==> src/sv/utsc_pkg.sv <==
`default_nettype none
// ============================================================================
// utsc_pkg: shared types and constants of the UTF-8 token scanner
// Token kind codes and fixed field widths used by the scanner and its top.
// ============================================================================
package utsc_pkg;

  // width of the token kind field
  localparam int KIND_W = 3;

  // width of a decoded rune
  localparam int RUNE_W = 21;

  // width of the rune byte count (one to four bytes)
  localparam int NBYTES_W = 3;

  // token kinds
  typedef enum logic [KIND_W-1:0] {
    KIND_SEMI = 3'd0,
    KIND_PLUS = 3'd1,
    KIND_NEG  = 3'd2,
    KIND_NUM  = 3'd3,
    KIND_ERR  = 3'd4,
    KIND_EOF  = 3'd5
  } kind_t;

endpackage
`default_nettype wire

==> src/sv/utsc_lex.sv <==
`default_nettype none
// ============================================================================
// utsc_lex: UTF-8 decode and token generation
// Holds the running scanner state and turns one accepted beat into up to two
// tokens: a closed number first, then the token of the current rune or eof.
// ============================================================================
module utsc_lex #(
  parameter int OFFSET_BITS = 32,
  parameter int LENGTH_BITS = 16,
  parameter int TOK_W       = 3 + 2 * 32 + 16 + 1
) (
  input  wire logic             clk,
  input  wire logic             rst_n,
  input  wire logic             take,
  input  wire logic             op,
  input  wire logic [7:0]       source_byte,
  output logic      [1:0]       tok_cnt,
  output logic      [TOK_W-1:0] tok0,
  output logic      [TOK_W-1:0] tok1
);
  import utsc_pkg::*;

  localparam int OB = OFFSET_BITS;
  localparam int LB = LENGTH_BITS;
  localparam logic [OB-1:0] OFF_MAX = {OB{1'b1}};
  localparam logic [LB-1:0] LEN_MAX = {LB{1'b1}};

  // characters of interest
  localparam logic [RUNE_W-1:0] CH_TAB  = 21'h09;
  localparam logic [RUNE_W-1:0] CH_LF   = 21'h0A;
  localparam logic [RUNE_W-1:0] CH_CR   = 21'h0D;
  localparam logic [RUNE_W-1:0] CH_SP   = 21'h20;
  localparam logic [RUNE_W-1:0] CH_PLUS = 21'h2B;
  localparam logic [RUNE_W-1:0] CH_D0   = 21'h30;
  localparam logic [RUNE_W-1:0] CH_D9   = 21'h39;
  localparam logic [RUNE_W-1:0] CH_SEMI = 21'h3B;
  localparam logic [RUNE_W-1:0] CH_NEG  = 21'hAF;

  // scanner state
  logic [1:0]          pend_r,      pend_nxt;
  logic [RUNE_W-1:0]   acc_r,       acc_nxt;
  logic [NBYTES_W-1:0] rbytes_r,    rbytes_nxt;
  logic [OB-1:0]       rstart_r,    rstart_nxt;
  logic [OB-1:0]       off_r,       off_nxt;
  logic [OB-1:0]       line_r,      line_nxt;
  logic                in_num_r,    in_num_nxt;
  logic [OB-1:0]       num_start_r, num_start_nxt;
  logic [LB-1:0]       num_len_r,   num_len_nxt;

  // per-beat working values
  logic                lex_go;
  logic                bad;
  logic                digit;
  logic [RUNE_W-1:0]   rune;
  logic [RUNE_W-1:0]   acc_new;
  logic [OB-1:0]       rbegin;
  logic [NBYTES_W-1:0] nbytes;
  logic [LB:0]         len_sum;
  logic                c0_v, c1_v, c2_v;
  kind_t               c1_kind;
  logic [OB-1:0]       c1_start;
  logic [TOK_W-2:0]    c0, c1, c2;
  logic [1:0]          n_all;

  // next state and token candidates
  always_comb begin
    pend_nxt      = pend_r;
    acc_nxt       = acc_r;
    rbytes_nxt    = rbytes_r;
    rstart_nxt    = rstart_r;
    off_nxt       = off_r;
    line_nxt      = line_r;
    in_num_nxt    = in_num_r;
    num_start_nxt = num_start_r;
    num_len_nxt   = num_len_r;
    lex_go        = 1'b0;
    bad           = 1'b0;
    rune          = '0;
    rbegin        = off_r;
    nbytes        = NBYTES_W'(1);
    c0_v          = 1'b0;
    c1_v          = 1'b0;
    c2_v          = 1'b0;
    c1_kind       = KIND_ERR;
    c1_start      = off_r;
    acc_new       = {acc_r[RUNE_W-7:0], source_byte[5:0]};
    len_sum       = '0;
    digit         = 1'b0;

    if (take) begin
      if (op) begin
        // end of source: flush a cut-short rune or a number, then eof if room
        if (pend_r != 2'd0) begin
          lex_go   = 1'b1;
          bad      = 1'b1;
          rbegin   = rstart_r;
          nbytes   = rbytes_r;
          pend_nxt = 2'd0;
          acc_nxt  = '0;
        end else begin
          c0_v       = in_num_r;
          in_num_nxt = 1'b0;
        end
        c2_v = 1'b1;
      end else begin
        if (pend_r == 2'd0) begin
          // lead byte
          if (source_byte[7] == 1'b0) begin
            lex_go = 1'b1;
            rune   = RUNE_W'(source_byte[6:0]);
          end else if (source_byte[7:5] == 3'b110) begin
            pend_nxt   = 2'd1;
            rbytes_nxt = NBYTES_W'(2);
            acc_nxt    = RUNE_W'(source_byte[4:0]);
            rstart_nxt = off_r;
          end else if (source_byte[7:4] == 4'b1110) begin
            pend_nxt   = 2'd2;
            rbytes_nxt = NBYTES_W'(3);
            acc_nxt    = RUNE_W'(source_byte[3:0]);
            rstart_nxt = off_r;
          end else if (source_byte[7:3] == 5'b11110) begin
            pend_nxt   = 2'd3;
            rbytes_nxt = NBYTES_W'(4);
            acc_nxt    = RUNE_W'(source_byte[2:0]);
            rstart_nxt = off_r;
          end else begin
            lex_go = 1'b1;
            bad    = 1'b1;
          end
        end else begin
          // continuation byte
          acc_nxt  = acc_new;
          pend_nxt = pend_r - 2'd1;
          if (pend_r == 2'd1) begin
            lex_go = 1'b1;
            rune   = acc_new;
            rbegin = rstart_r;
            nbytes = rbytes_r;
          end
        end
        off_nxt = (off_r == OFF_MAX) ? off_r : off_r + OB'(1);
      end
    end

    // lex one complete rune
    if (lex_go) begin
      digit   = !bad && (rune >= CH_D0) && (rune <= CH_D9);
      len_sum = {1'b0, num_len_r} + (LB+1)'(nbytes);
      if (digit && in_num_r) begin
        num_len_nxt = (len_sum > {1'b0, LEN_MAX}) ? LEN_MAX : len_sum[LB-1:0];
      end else begin
        c0_v       = in_num_r;
        in_num_nxt = 1'b0;
        c1_start   = rbegin;
        if (bad) begin
          c1_v    = 1'b1;
          c1_kind = KIND_ERR;
        end else if (rune == CH_LF) begin
          c1_v     = 1'b1;
          c1_kind  = KIND_SEMI;
          line_nxt = (line_r == OFF_MAX) ? line_r : line_r + OB'(1);
        end else if (rune == CH_SP || (rune >= CH_TAB && rune <= CH_CR)) begin
          c1_v = 1'b0;
        end else if (rune == CH_SEMI) begin
          c1_v    = 1'b1;
          c1_kind = KIND_SEMI;
        end else if (rune == CH_PLUS) begin
          c1_v    = 1'b1;
          c1_kind = KIND_PLUS;
        end else if (rune == CH_NEG) begin
          c1_v    = 1'b1;
          c1_kind = KIND_NEG;
        end else if (digit) begin
          in_num_nxt    = 1'b1;
          num_start_nxt = rbegin;
          num_len_nxt   = LB'(nbytes);
        end else begin
          c1_v    = 1'b1;
          c1_kind = KIND_ERR;
        end
      end
    end
  end

  // candidate tokens: line, length, start, kind
  assign c0 = {line_r, num_len_r, num_start_r, KIND_NUM};
  assign c1 = {line_r, {LB{1'b0}}, c1_start, c1_kind};
  assign c2 = {line_r, {LB{1'b0}}, off_r, KIND_EOF};

  // pack the first two candidates, last flag on the final one
  assign n_all = 2'(c0_v) + 2'(c1_v) + 2'(c2_v);
  always_comb begin
    tok_cnt = (n_all > 2'd2) ? 2'd2 : n_all;
    if (c0_v) begin
      tok0 = {1'b0, c0};
      tok1 = c1_v ? {1'b1, c1} : {1'b1, c2};
    end else if (c1_v) begin
      tok0 = {1'b0, c1};
      tok1 = {1'b1, c2};
    end else begin
      tok0 = {1'b0, c2};
      tok1 = {1'b1, c2};
    end
    if (tok_cnt == 2'd1) begin
      tok0[TOK_W-1] = 1'b1;
    end
  end

  // state registers
  always_ff @(posedge clk) begin
    if (!rst_n) begin
      pend_r      <= '0;
      acc_r       <= '0;
      rbytes_r    <= '0;
      rstart_r    <= '0;
      off_r       <= '0;
      line_r      <= '0;
      in_num_r    <= 1'b0;
      num_start_r <= '0;
      num_len_r   <= '0;
    end else begin
      pend_r      <= pend_nxt;
      acc_r       <= acc_nxt;
      rbytes_r    <= rbytes_nxt;
      rstart_r    <= rstart_nxt;
      off_r       <= off_nxt;
      line_r      <= line_nxt;
      in_num_r    <= in_num_nxt;
      num_start_r <= num_start_nxt;
      num_len_r   <= num_len_nxt;
    end
  end

endmodule
`default_nettype wire

==> src/sv/utsc_fifo.sv <==
`default_nettype none
// ============================================================================
// utsc_fifo: token queue
// Small circular queue that takes zero, one or two tokens per cycle and
// hands out at most one. DEPTH must be a power of two and at least two.
// ============================================================================
module utsc_fifo #(
  parameter int WIDTH = 84,
  parameter int DEPTH = 4
) (
  input  wire logic             clk,
  input  wire logic             rst_n,
  input  wire logic [1:0]       wr_cnt,
  input  wire logic [WIDTH-1:0] wr0,
  input  wire logic [WIDTH-1:0] wr1,
  input  wire logic             rd_en,
  output logic      [WIDTH-1:0] rd_data,
  output logic                  not_empty,
  output logic                  room2
);
  localparam int AW = $clog2(DEPTH);
  localparam int CW = $clog2(DEPTH + 1);

  logic [WIDTH-1:0] mem [DEPTH];
  logic [AW-1:0]    wr_ptr_r, wr_ptr_nxt;
  logic [AW-1:0]    rd_ptr_r, rd_ptr_nxt;
  logic [CW-1:0]    count_r,  count_nxt;

  assign not_empty = (count_r != '0);
  assign room2     = (count_r <= CW'(DEPTH - 2));
  assign rd_data   = mem[rd_ptr_r];

  // pointer and fill count update
  always_comb begin
    wr_ptr_nxt = wr_ptr_r + AW'(wr_cnt);
    rd_ptr_nxt = rd_ptr_r + AW'(rd_en);
    count_nxt  = count_r + CW'(wr_cnt) - CW'(rd_en);
  end

  // storage
  always_ff @(posedge clk) begin
    if (wr_cnt != 2'd0) begin
      mem[wr_ptr_r] <= wr0;
    end
    if (wr_cnt == 2'd2) begin
      mem[wr_ptr_r + AW'(1)] <= wr1;
    end
  end

  // control registers
  always_ff @(posedge clk) begin
    if (!rst_n) begin
      wr_ptr_r <= '0;
      rd_ptr_r <= '0;
      count_r  <= '0;
    end else begin
      wr_ptr_r <= wr_ptr_nxt;
      rd_ptr_r <= rd_ptr_nxt;
      count_r  <= count_nxt;
    end
  end

endmodule
`default_nettype wire

==> src/sv/utf8_token_scanner.sv <==
`default_nettype none
// ============================================================================
// utf8_token_scanner: byte-serial UTF-8 token scanner
// Decodes UTF-8 source text and emits semicolon, plus, negative, number,
// error and end-of-file tokens.
// ============================================================================
// Usage
//   Input channel: one beat per source byte (in_tuser = 0) or an end-of-source
//   mark (in_tuser = 1). A beat may be taken in every cycle with in_tready.
//   Output channel: one beat per token; out_tlast marks the final token caused
//   by an input beat. An input beat gives zero, one or two tokens.
//   Queue: the tokens of a taken beat are registered into the token queue
//   and offered from its head in order.
//   Throughput: one input beat per cycle while in_tready is high; the
//   output drains one token per cycle from a four-entry queue while
//   out_tready is high. in_tready is high while the queue has room for two
//   tokens, so the input keeps flowing while a token waits, and stalls only
//   once the receiver has let more than two tokens collect in the queue.
//   Reset: clears the offset, line and number counters, any partial rune and
//   the token queue.
// ============================================================================
module utf8_token_scanner #(
  parameter int OFFSET_BITS = 32,
  parameter int LENGTH_BITS = 16
) (
  input  wire logic                 clk,
  input  wire logic                 rst_n,
  input  wire logic                 in_tvalid,
  output logic                      in_tready,
  input  wire logic [7:0]           in_tdata,   // [7:0] source_byte
  input  wire logic                 in_tuser,   // [0] op
  output logic                      out_tvalid,
  input  wire logic                 out_tready,
  // [2:0] token_kind, then token_start, token_length, token_line, zero pad
  output logic [((utsc_pkg::KIND_W + 2 * OFFSET_BITS + LENGTH_BITS + 7) / 8) * 8 - 1:0]
                                    out_tdata,
  output logic                      out_tlast   // last_of_run
);
  import utsc_pkg::*;

  localparam int FIELDS_W = KIND_W + 2 * OFFSET_BITS + LENGTH_BITS;
  localparam int TDATA_W  = ((FIELDS_W + 7) / 8) * 8;
  localparam int TOK_W    = FIELDS_W + 1;
  localparam int Q_DEPTH  = 4;

  logic             take;
  logic [1:0]       tok_cnt;
  logic [TOK_W-1:0] tok0, tok1;
  logic [TOK_W-1:0] head;
  logic             room2;

  // input handshake
  assign in_tready = room2;
  assign take      = in_tvalid & in_tready;

  // scanner
  utsc_lex #(
    .OFFSET_BITS(OFFSET_BITS),
    .LENGTH_BITS(LENGTH_BITS),
    .TOK_W      (TOK_W)
  ) u_lex (
    .clk        (clk),
    .rst_n      (rst_n),
    .take       (take),
    .op         (in_tuser),
    .source_byte(in_tdata),
    .tok_cnt    (tok_cnt),
    .tok0       (tok0),
    .tok1       (tok1)
  );

  // token queue
  utsc_fifo #(
    .WIDTH(TOK_W),
    .DEPTH(Q_DEPTH)
  ) u_fifo (
    .clk      (clk),
    .rst_n    (rst_n),
    .wr_cnt   (tok_cnt),
    .wr0      (tok0),
    .wr1      (tok1),
    .rd_en    (out_tvalid & out_tready),
    .rd_data  (head),
    .not_empty(out_tvalid),
    .room2    (room2)
  );

  // output beat
  assign out_tdata = TDATA_W'(head[FIELDS_W-1:0]);
  assign out_tlast = head[TOK_W-1];

endmodule
`default_nettype wire

==> config.mk <==
export PLATFORM = sky130hd
export DESIGN_NAME = utf8_token_scanner
export DESIGN_NICKNAME = d
export VERILOG_FILES = /design/src/sv/utsc_pkg.sv /design/src/sv/utsc_lex.sv /design/src/sv/utsc_fifo.sv /design/src/sv/utf8_token_scanner.sv
export SDC_FILE = /design/constraint.sdc
export NUM_CORES = 1
export LEC_CHECK = 0
export BUFFER_PORTS_ARGS = -buffer_cell sky130_fd_sc_hd__clkbuf_2
export CAP_MARGIN = 20
export CORE_MARGIN = 2
export CORE_UTILIZATION = 56
export CTS_CLUSTER_DIAMETER = 100
export CTS_CLUSTER_SIZE = 40
export DETAILED_ROUTE_END_ITERATION = 8
export PLACE_DENSITY = 0.76
export SYNTH_ARGS = -nofsm -noshare
export SYNTH_HDL_FRONTEND = slang
export SYNTH_SLANG_ARGS = --single-unit
==> constraint.sdc <==
create_clock -name clk -period 5.2 [get_ports clk]
set_input_delay 0 -clock clk [delete_from_list [all_inputs] [get_ports clk]]
set_output_delay 0 -clock clk [all_outputs]
set_load 0.005 [all_outputs]
==> results.ini, run 1 <==
[status]
status = finished clean

[grt]
gr-total-overflow = 0
track_usage = 0.279
antenna_found_initial = 1
grt_max_degree = 83
grt_pass1_wl_mm = 99.5
grt_pass1_vias = 17700

[pwr]
p_comb_frac = 0.223
net-switching-power_mw = 2.56
ir_drop_mv = 0.256
seqPwrFrac = 0.557
clkPwrFrac = 0.220
switching_share = 0.296
p_int_mw = 6.09
p_leak_nw = 8.68
p_per_area_nw_per_um2 = 331

[drt]
drt_iter0_markers = 2292
wl_per_cell_um = 23.1
wirelength_mm = 63.5
antenna_left = 0
avgViaCountPerCell = 6.53
first_pass_iters = 9
drc = 0
num_vias = 18000

[critical_path]
slowest_stage = fa_1
crit_type = reg -> reg
critical-path-max-stage-delay_ns = 0.58
cp_max_fo = 18
cp.required_ns = 5.72
critPathArrivalTime_ns = 4.90
cp_common_cell = buf_4
r2r_slack_ns = 0.82
path_cells = and2_1 -> nor2_2 -> nand2_1 -> nor3_1 -> o211a_1 -> buf_4 -> inv_2 -> fa_1 -> nand2_1 -> nand3_1 -> nor2_4 -> buf_4 -> buf_4 -> a22o_1
cp-start-kind = register
end_kind = register

[clock_network]
cts.sinks = 508
numCtsBuffers = 17
insertion_delay_ns = 0.58
clock_tree.root_cell = clkbuf_16
cts_tree = built
clockBufferDepth = 3
htreeDepth = 1
cts.repair.resized = 0
clk_pin_slew_worst_paths_ns = 0.15

[finish]
syn2layout_area_growth_pct = 6.47
layout.area.seq_um2 = 12900
final_common_cell = edfxtp_1
mostFrequentLayoutCells = edfxtp_1, nand2_1, dfxtp_1
multi_input_area_um2 = 10900
final_core_util = 0.605
fin_nets = 2177
fin_cells = 2747
fillerInstances = 3451
drive_gt1_frac = 0.150

[synthesis]
synth_top_family_by_area = compound AO/OA/AOI/OAI gates
synth-simple-area-share = 0.146
synthMuxAreaShare = 0.0974
synth_xor_area_frac = 0.0235
synthAdderAreaFrac = 0.00754
synth-warning-count = 0
synth_top_area_share = 0.328
synthFlopType = edfxtp_1
ys_ff_latch = 508
synth-compound-area-share = 0.163
syn_avg_cell_area_um2 = 11.3
yosysSeqAreaShare = 0.524
synth-edff-count = 268
synthTopCellsByArea = edfxtp_1, dfxtp_1, mux4_2
synthArstFlopShare = 0
syn_inst = 2180
synth_area_leader_cell = edfxtp_1
synth_area_um2 = 24500
ys_types = 66

[sta]
rsz0062_at_grt = no
slew-limit-headroom = 0.300
finalSetupTns_ns = 0
period_share = 0.842
fin_worst_skew_ns = 0.0453
drv_slew = 0
fin_crit_ns = 4.38
tightest_slew_ns = 1.05
clock.fmax_ghz = 0.228
finalSetupViolCount = 0
final_hold_viol_count = 0

[die]
dieArea_um2 = 45500
num_io_pins = 104
chipHeight_um = 213
rows = 76
initial_core_util = 0.569
die_w_um = 213
core_um2 = 43200

[placed_design]
hpwl_mm = 37.6
port_buffers = 98
placed_cells = 2703
place.gp.congestion = 0.907

[min_path]
hold_class = in -> reg

[job]
maxCapViolCount = 0

state kept, by name, summed over array words and instances (netlist names):
signal             flops
u_fifo.mem           336
u_lex.line_r          32
u_lex.num_start_r     32
u_lex.off_r           32
u_lex.rstart_r        32
u_lex.num_len_r       16
u_lex.acc_r           15
u_fifo.count_r         3
u_lex.rbytes_r         3
u_fifo.rd_ptr_r        2
u_fifo.wr_ptr_r        2
u_lex.pend_r           2
u_lex.in_num_r         1
power groups by stage:
stage | Combinational (mW) | Clock, mW | Sequential, mW
finish | 1.93 | 1.90 | 4.82
detailed placement | 1.94 | 0 | 4.91
global placement | 1.92 | 0 | 4.89
global route | 2.08 | 2.05 | 4.87
floorplan | 1.25 | 0 | 4.74
CTS | 1.95 | 1.93 | 4.82
cell usage after synthesis, types with 28 or more instances:
master and number:
mux2_4 29, mux4_2 84, a22o_1 157, a311oi_1 35
a21oi_1 110, a221o_1 124, nor2b_1 102, clkbuf_1 145
nand4_1 28, and2_1 47, nor2_1 163, edfxtp_1 268
nand2_1 259, dfxtp_1 240, nand3_1 37, o21ai_0 29
xor2_1 42, buf_2 28
critical path: cells and delay by family (launching register included):
kind | cells | cell delay (ns)
compound gates | 2 | 0.38
fa+ha+maj | 1 | 0.58
buf+inv | 4 | 0.99
flops | 1 | 0.36
simple gates | 7 | 1.98
path summary, 6_finish.rpt:
kind | cells past startpoint | from | end
max | 14 | u_fifo.count_r[1]$_SDFF_PN0_ | u_fifo.mem[3][43]$_SDFFE_PP0P_
max reg2reg | 14 | u_fifo.count_r[1]$_SDFF_PN0_ | u_fifo.mem[3][43]$_SDFFE_PP0P_
min | 3 | rst_n | u_lex.num_len_r[12]$_SDFFE_PN0P_
min reg2reg | 2 | u_lex.rbytes_r[1]$_SDFFE_PN0P_ | u_lex.rbytes_r[1]$_SDFFE_PN0P_
kinds of logic after synthesis:
logic type	after synthesis
AOI/OAI and AO/OA	504
xor gates and xnor gates	66
adders and majority gates	13
buffers and inverters	231
DFF	508
muxes	119
other	1
and+or+nand+nor	738
through the flow:
| stage | setup WS (ns) | area, um^2 | hold WS, ns | power (mW) |
|---|---|---|---|---|
| finish | 0.822 | 26100 | 0.0556 | 8.65 |
| global route | 0.570 | 26100 | 0.0545 | 8.99 |
| CTS | 0.933 | 26100 | 0.0110 | 8.70 |
| detailed placement | 1.02 | 25400 | 0.434 | 6.85 |
| global placement | 1.09 | 25400 | 0.426 | 6.81 |
| floorplan | 0.370 | 24600 | 0.257 | 5.99 |
cell type report:
cell class / instances / area share
Tap cell: 585 / 0.0280
Timing Repair Buffer: 157 / 0.0395
Inverter: 22 / 0.00330
Multi-Input combinational cell: 1445 / 0.416
Clock inverter: 5 / 0.00206
Sequential cell: 508 / 0.492
Antenna cell: 1 / 0.0000958
Clock buffer: 24 / 0.0189
layer usage:
layer	global-route usage	wire length, um
met5	0	0
met4	0.0977	2000
met3	0.0464	5980
met2	0.474	30900
met1	0.365	24700
timing repair:
action / 4_1_cts / 5_1_grt
hold buffers: 14 / 0
hold endpoints to repair: 13 / 0
setup buffers: 0 / 0
Power figures use the tool's default switching activity.
==> inputs of run 2 (changes only) <==
--- a/config.mk
+++ b/config.mk
@@ -5,14 +5,15 @@
 export SDC_FILE = /design/constraint.sdc
 export NUM_CORES = 1
 export LEC_CHECK = 0
+export ABC_AREA = 1
 export BUFFER_PORTS_ARGS = -buffer_cell sky130_fd_sc_hd__clkbuf_2
 export CAP_MARGIN = 20
 export CORE_MARGIN = 2
-export CORE_UTILIZATION = 56
+export CORE_UTILIZATION = 60
 export CTS_CLUSTER_DIAMETER = 100
 export CTS_CLUSTER_SIZE = 40
 export DETAILED_ROUTE_END_ITERATION = 8
-export PLACE_DENSITY = 0.76
+export PLACE_DENSITY = 0.78
 export SYNTH_ARGS = -nofsm -noshare
 export SYNTH_HDL_FRONTEND = slang
 export SYNTH_SLANG_ARGS = --single-unit
==> constraint.sdc (replaced) <==
create_clock -name clk -period 4.5 [get_ports clk]
set_input_delay 0 -clock clk [delete_from_list [all_inputs] [get_ports clk]]
set_output_delay 0 -clock clk [all_outputs]
set_load 0.005 [all_outputs]
==> run 2 against run 1 <==
  * Sequential cell count unchanged
  * Final cell count increased by 35%
  * Clock power increased by 19%
  * Routed wire length increased by 13%
  * Synthesized area is 4.1% higher
  * Critical endpoint is now u_fifo.count_r[2]$_SDFF_PN0_
  * Largest cell class unchanged
==> results.ini, run 2 <==
[status]
status = finished clean  ; unchanged

[grt]
grt_pass1_wl_mm = 113  ; was 99.5 mm
track_usage = 0.319  ; was 0.279
grt_pass1_vias = 21500  ; was 17.7k
grt_max_degree = 88  ; was 83
gr-total-overflow = 0  ; unchanged
antenna_found_initial = 0  ; was 1

[drt]
first_pass_iters = 7  ; was 9
drc = 0  ; unchanged
drt_iter0_markers = 2352  ; was 2292
wl_per_cell_um = 19.4  ; was 23.1 um
avgViaCountPerCell = 6.13  ; was 6.53
num_vias = 22700  ; was 18.0k
antenna_left = 0  ; unchanged
wirelength_mm = 71.8  ; was 63.5 mm

[synthesis]
synth_area_um2 = 25600  ; was 24500 um^2
syn_avg_cell_area_um2 = 8.08  ; was 11.3 um^2
synthTopCellsByArea = edfxtp_1, dfxtp_1, nor2_1  ; was edfxtp_1, dfxtp_1, mux4_2
synthArstFlopShare = 0  ; unchanged
yosysSeqAreaShare = 0.503  ; was 0.524
synth_top_area_share = 0.315  ; was 0.328
syn_inst = 3163  ; was 2180
synth_area_leader_cell = edfxtp_1  ; unchanged
ys_ff_latch = 508  ; unchanged
synth_commonest_cells = nor2_1, nand2_1, nand3_1  ; was edfxtp_1, nand2_1, dfxtp_1
synth-warning-count = 0  ; unchanged
synthFlopType = edfxtp_1  ; unchanged
yosysMostFrequentCell = nor2_1  ; was edfxtp_1
synth-edff-count = 268  ; unchanged
ys_types = 46  ; was 66

[die]
chipHeight_um = 210  ; was 213 um
dieArea_um2 = 44300  ; was 45500 um^2
num_io_pins = 104  ; unchanged
core_um2 = 42000  ; was 43200 um^2
die_w_um = 210  ; was 213 um
initial_core_util = 0.608  ; was 0.569
rows = 75  ; was 76

[finish]
fin_nets = 3181  ; was 2177
multi_input_area_um2 = 11200  ; was 10900 um^2
syn2layout_area_growth_pct = 5.92  ; was 6.47%
largest_register = u_fifo.mem  ; unchanged
drive_gt1_frac = 0.0967  ; was 0.150
design_area_um2 = 27100  ; was 26100 um^2
largest_reg_flops = 336  ; unchanged
layout.area.seq_um2 = 12900  ; about the same
final_common_cell = nor2_1  ; was edfxtp_1
mostFrequentLayoutCells = nor2_1, nand2_1, nand3_1  ; was edfxtp_1, nand2_1, dfxtp_1
fillerInstances = 3519  ; was 3451
diodes = 0  ; was 1

[critical_path]
crit_buf_inv = 3  ; was 4
cp.required_ns = 5.01  ; was 5.72 ns
startpoint = u_fifo.count_r[0]$_SDFF_PN0_  ; was u_fifo.count_r[1]$_SDFF_PN0_
cp-start-kind = register  ; unchanged
critical-path-max-stage-delay_ns = 0.43  ; was 0.58 ns
regToRegStartpoint = u_fifo.count_r[0]$_SDFF_PN0_  ; was u_fifo.count_r[1]$_SDFF_PN0_
cp.depth = 24  ; was 14
crit_type = reg -> reg  ; unchanged
crit_family = simple AND/OR/NAND/NOR gates  ; unchanged
cp_common_cell = nand2_1  ; was buf_4
r2r_slack_ns = 0.30  ; was 0.82 ns
critPathCapture = u_fifo.count_r[2]$_SDFF_PN0_  ; was u_fifo.mem[3][43]$_SDFFE_PP0P_
cp_max_fo = 19  ; was 18
path_cells = nand2_1 -> nand3_4 -> buf_4 -> nor2_2 -> nand2_1 -> nor2_2 -> nand2_1 -> nor2_1 -> nand2_1 -> nand2_2 -> nand2_4 -> nand2_1 -> nand2_2 -> nand2_4 -> fa_1 -> nor2_1 -> inv_1 -> ha_1 -> inv_1 -> ha_1 -> fa_1 -> xor2_2 -> o21ai_0 -> a21oi_1  ; was and2_1 -> nor2_2 -> nand2_1 -> nor3_1 -> o211a_1 -> buf_4 -> inv_2 -> fa_1 -> nand2_1 -> nand3_1 -> nor2_4 -> buf_4 -> buf_4 -> a22o_1
critPathArrivalTime_ns = 4.71  ; was 4.90 ns
reg2reg_to = u_fifo.count_r[2]$_SDFF_PN0_  ; was u_fifo.mem[3][43]$_SDFFE_PP0P_
end_kind = register  ; unchanged
reg2reg_depth = 24  ; was 14
slowest_stage = fa_1  ; unchanged

[clock_network]
clockBufferDepth = 3  ; unchanged
htreeDepth = 1  ; unchanged
cts_tree = built  ; unchanged
cts.sinks = 508  ; unchanged
clock_tree.root_cell = clkbuf_16  ; unchanged
clk_pin_slew_worst_paths_ns = 0.14  ; was 0.15 ns
numCtsBuffers = 17  ; unchanged
insertion_delay_ns = 0.59  ; was 0.58 ns

[sta]
tightest_slew_ns = 1.11  ; was 1.05 ns
fin_ws_ns = 0.299  ; was 0.822 ns
final_hold_viol_count = 0  ; unchanged
finalSetupTns_ns = 0  ; unchanged
finalSetupViolCount = 0  ; unchanged
fin_worst_skew_ns = 0.0457  ; was 0.0453 ns
rsz0062_at_grt = no  ; unchanged
slew-limit-headroom = 0.261  ; was 0.300
fin_crit_ns = 4.20  ; was 4.38 ns
clock.fmax_ghz = 0.238  ; was 0.228 GHz
drv_slew = 0  ; unchanged
period_share = 0.934  ; was 0.842

[pwr]
p_leak_nw = 10.1  ; was 8.68 nW
p_per_area_nw_per_um2 = 469  ; was 331 nW/um^2
ir_drop_mv = 0.434  ; was 0.256 mV

[placed_design]
port_buffers = 98  ; unchanged
postPlaceCellArea_um2 = 26400  ; was 25400 um^2
place.gp.congestion = 0.932  ; was 0.907
dp_slack_ns = 0.393  ; was 1.02 ns
hpwl_mm = 44.2  ; was 37.6 mm

[min_path]
hold_class = in -> reg  ; unchanged

[job]
maxCapViolCount = 0  ; unchanged

[run 2: cell count changes after synthesis, sizes merged, moves of 102 or more]
cell,change
a221o,-124
a22o,-157
inv,+179
nand2,+260
nand3,+372
nor2,+352
nor2b,-102
o21ai,+326
[run 2: final cells by class]
type / count / share of cell area
clock inverters: 4 / 0.00287
flip-flops and latches: 508 / 0.475
multi-input cells: 2264 / 0.412
well taps: 539 / 0.0249
inverters: 206 / 0.0289
clock buffers: 25 / 0.0176
repair buffers: 158 / 0.0385
[run 2: report_power, final]
group          leakage (nW)  internal (mW)  total (mW)  switching, mW
Combinational          5.48           1.25        4.43           3.18
Sequential             4.39           5.70        5.99          0.288
Clock                 0.266          0.835        2.27           1.43
[run 2: timing repair]
| action | CTS | global route |
|---|---|---|
| gates resized for setup | 0 | 1 |
| endpoints found under the hold margin | 31 | 0 |
| hold buffers | 10 | 0 |
| buffers inserted | 0 | 2 |
| endpoints found under the setup margin | 0 | 1 |
[run 2: worst min-delay path by stage]
stage           startpoint                             end  slack [ns]  cells past startpoint
3_5_place_dp   in_tdata[1]     u_lex.acc_r[1]$_SDFFE_PN0P_        0.43                      3
3_3_place_gp   in_tdata[1]     u_lex.acc_r[1]$_SDFFE_PN0P_        0.43                      3
2_1_floorplan     in_tuser    u_lex.pend_r[1]$_SDFFE_PN0P_        0.23                      3
4_1_cts        in_tdata[6]  u_lex.rbytes_r[0]$_SDFFE_PN0P_       0.005                      7
5_1_grt         out_tready   u_fifo.rd_ptr_r[0]$_SDFF_PN0_        0.08                      5
6_report       in_tdata[6]  u_lex.rbytes_r[0]$_SDFFE_PN0P_        0.02                      7
[run 2: kinds of logic (layout without fill, tap and decap cells)]
logic type / Yosys count / after routing / share of synthesized area
simple gates: 1583 / 1583 / 0.284
compound gates: 624 / 624 / 0.128
flops: 508 / 508 / 0.503
buf+inv: 395 / 393 / 0.0642
xor+xnor: 39 / 39 / 0.0134
fa+ha+maj: 13 / 13 / 0.00725
other cells: 1 / 5 / 0.000147
[run 2: metal layers]
| layer | wire (um) | global-route usage | vias to the layer above |
|---|---|---|---|
| met3 | 5700 | 0.0317 | 212 |
| met4 | 2480 | 0.128 | 0 |
| li1 | - | - | 10700 |
| met1 | 28700 | 0.415 | 10700 |
| met2 | 35000 | 0.552 | 1132 |
| met5 | 0 | 0 | - |
[run 2: tightest hold or removal path: stages]
cell,delay [ns]
clkbuf_2,0.09
nand2_1,0.05
inv_1,0.05
nand3_1,0.11
inv_1,0.09
nand2_1,0.08
a21oi_1,0.06
[run 2: stage by stage]
step | std cells | util | hold slack [ns] | power (mW)
3_5_place_dp | 3663 | 0.628 | 0.425 | 10.4
4_1_cts | 3702 | 0.643 | 0.00539 | 12.6
3_3_place_gp | 3663 | 0.628 | 0.431 | 10.3
6_report | 3704 | 0.644 | 0.0239 | 12.7
2_1_floorplan | 3167 | - | 0.229 | 8.58
5_1_grt | 3704 | 0.644 | 0.0809 | 13.2
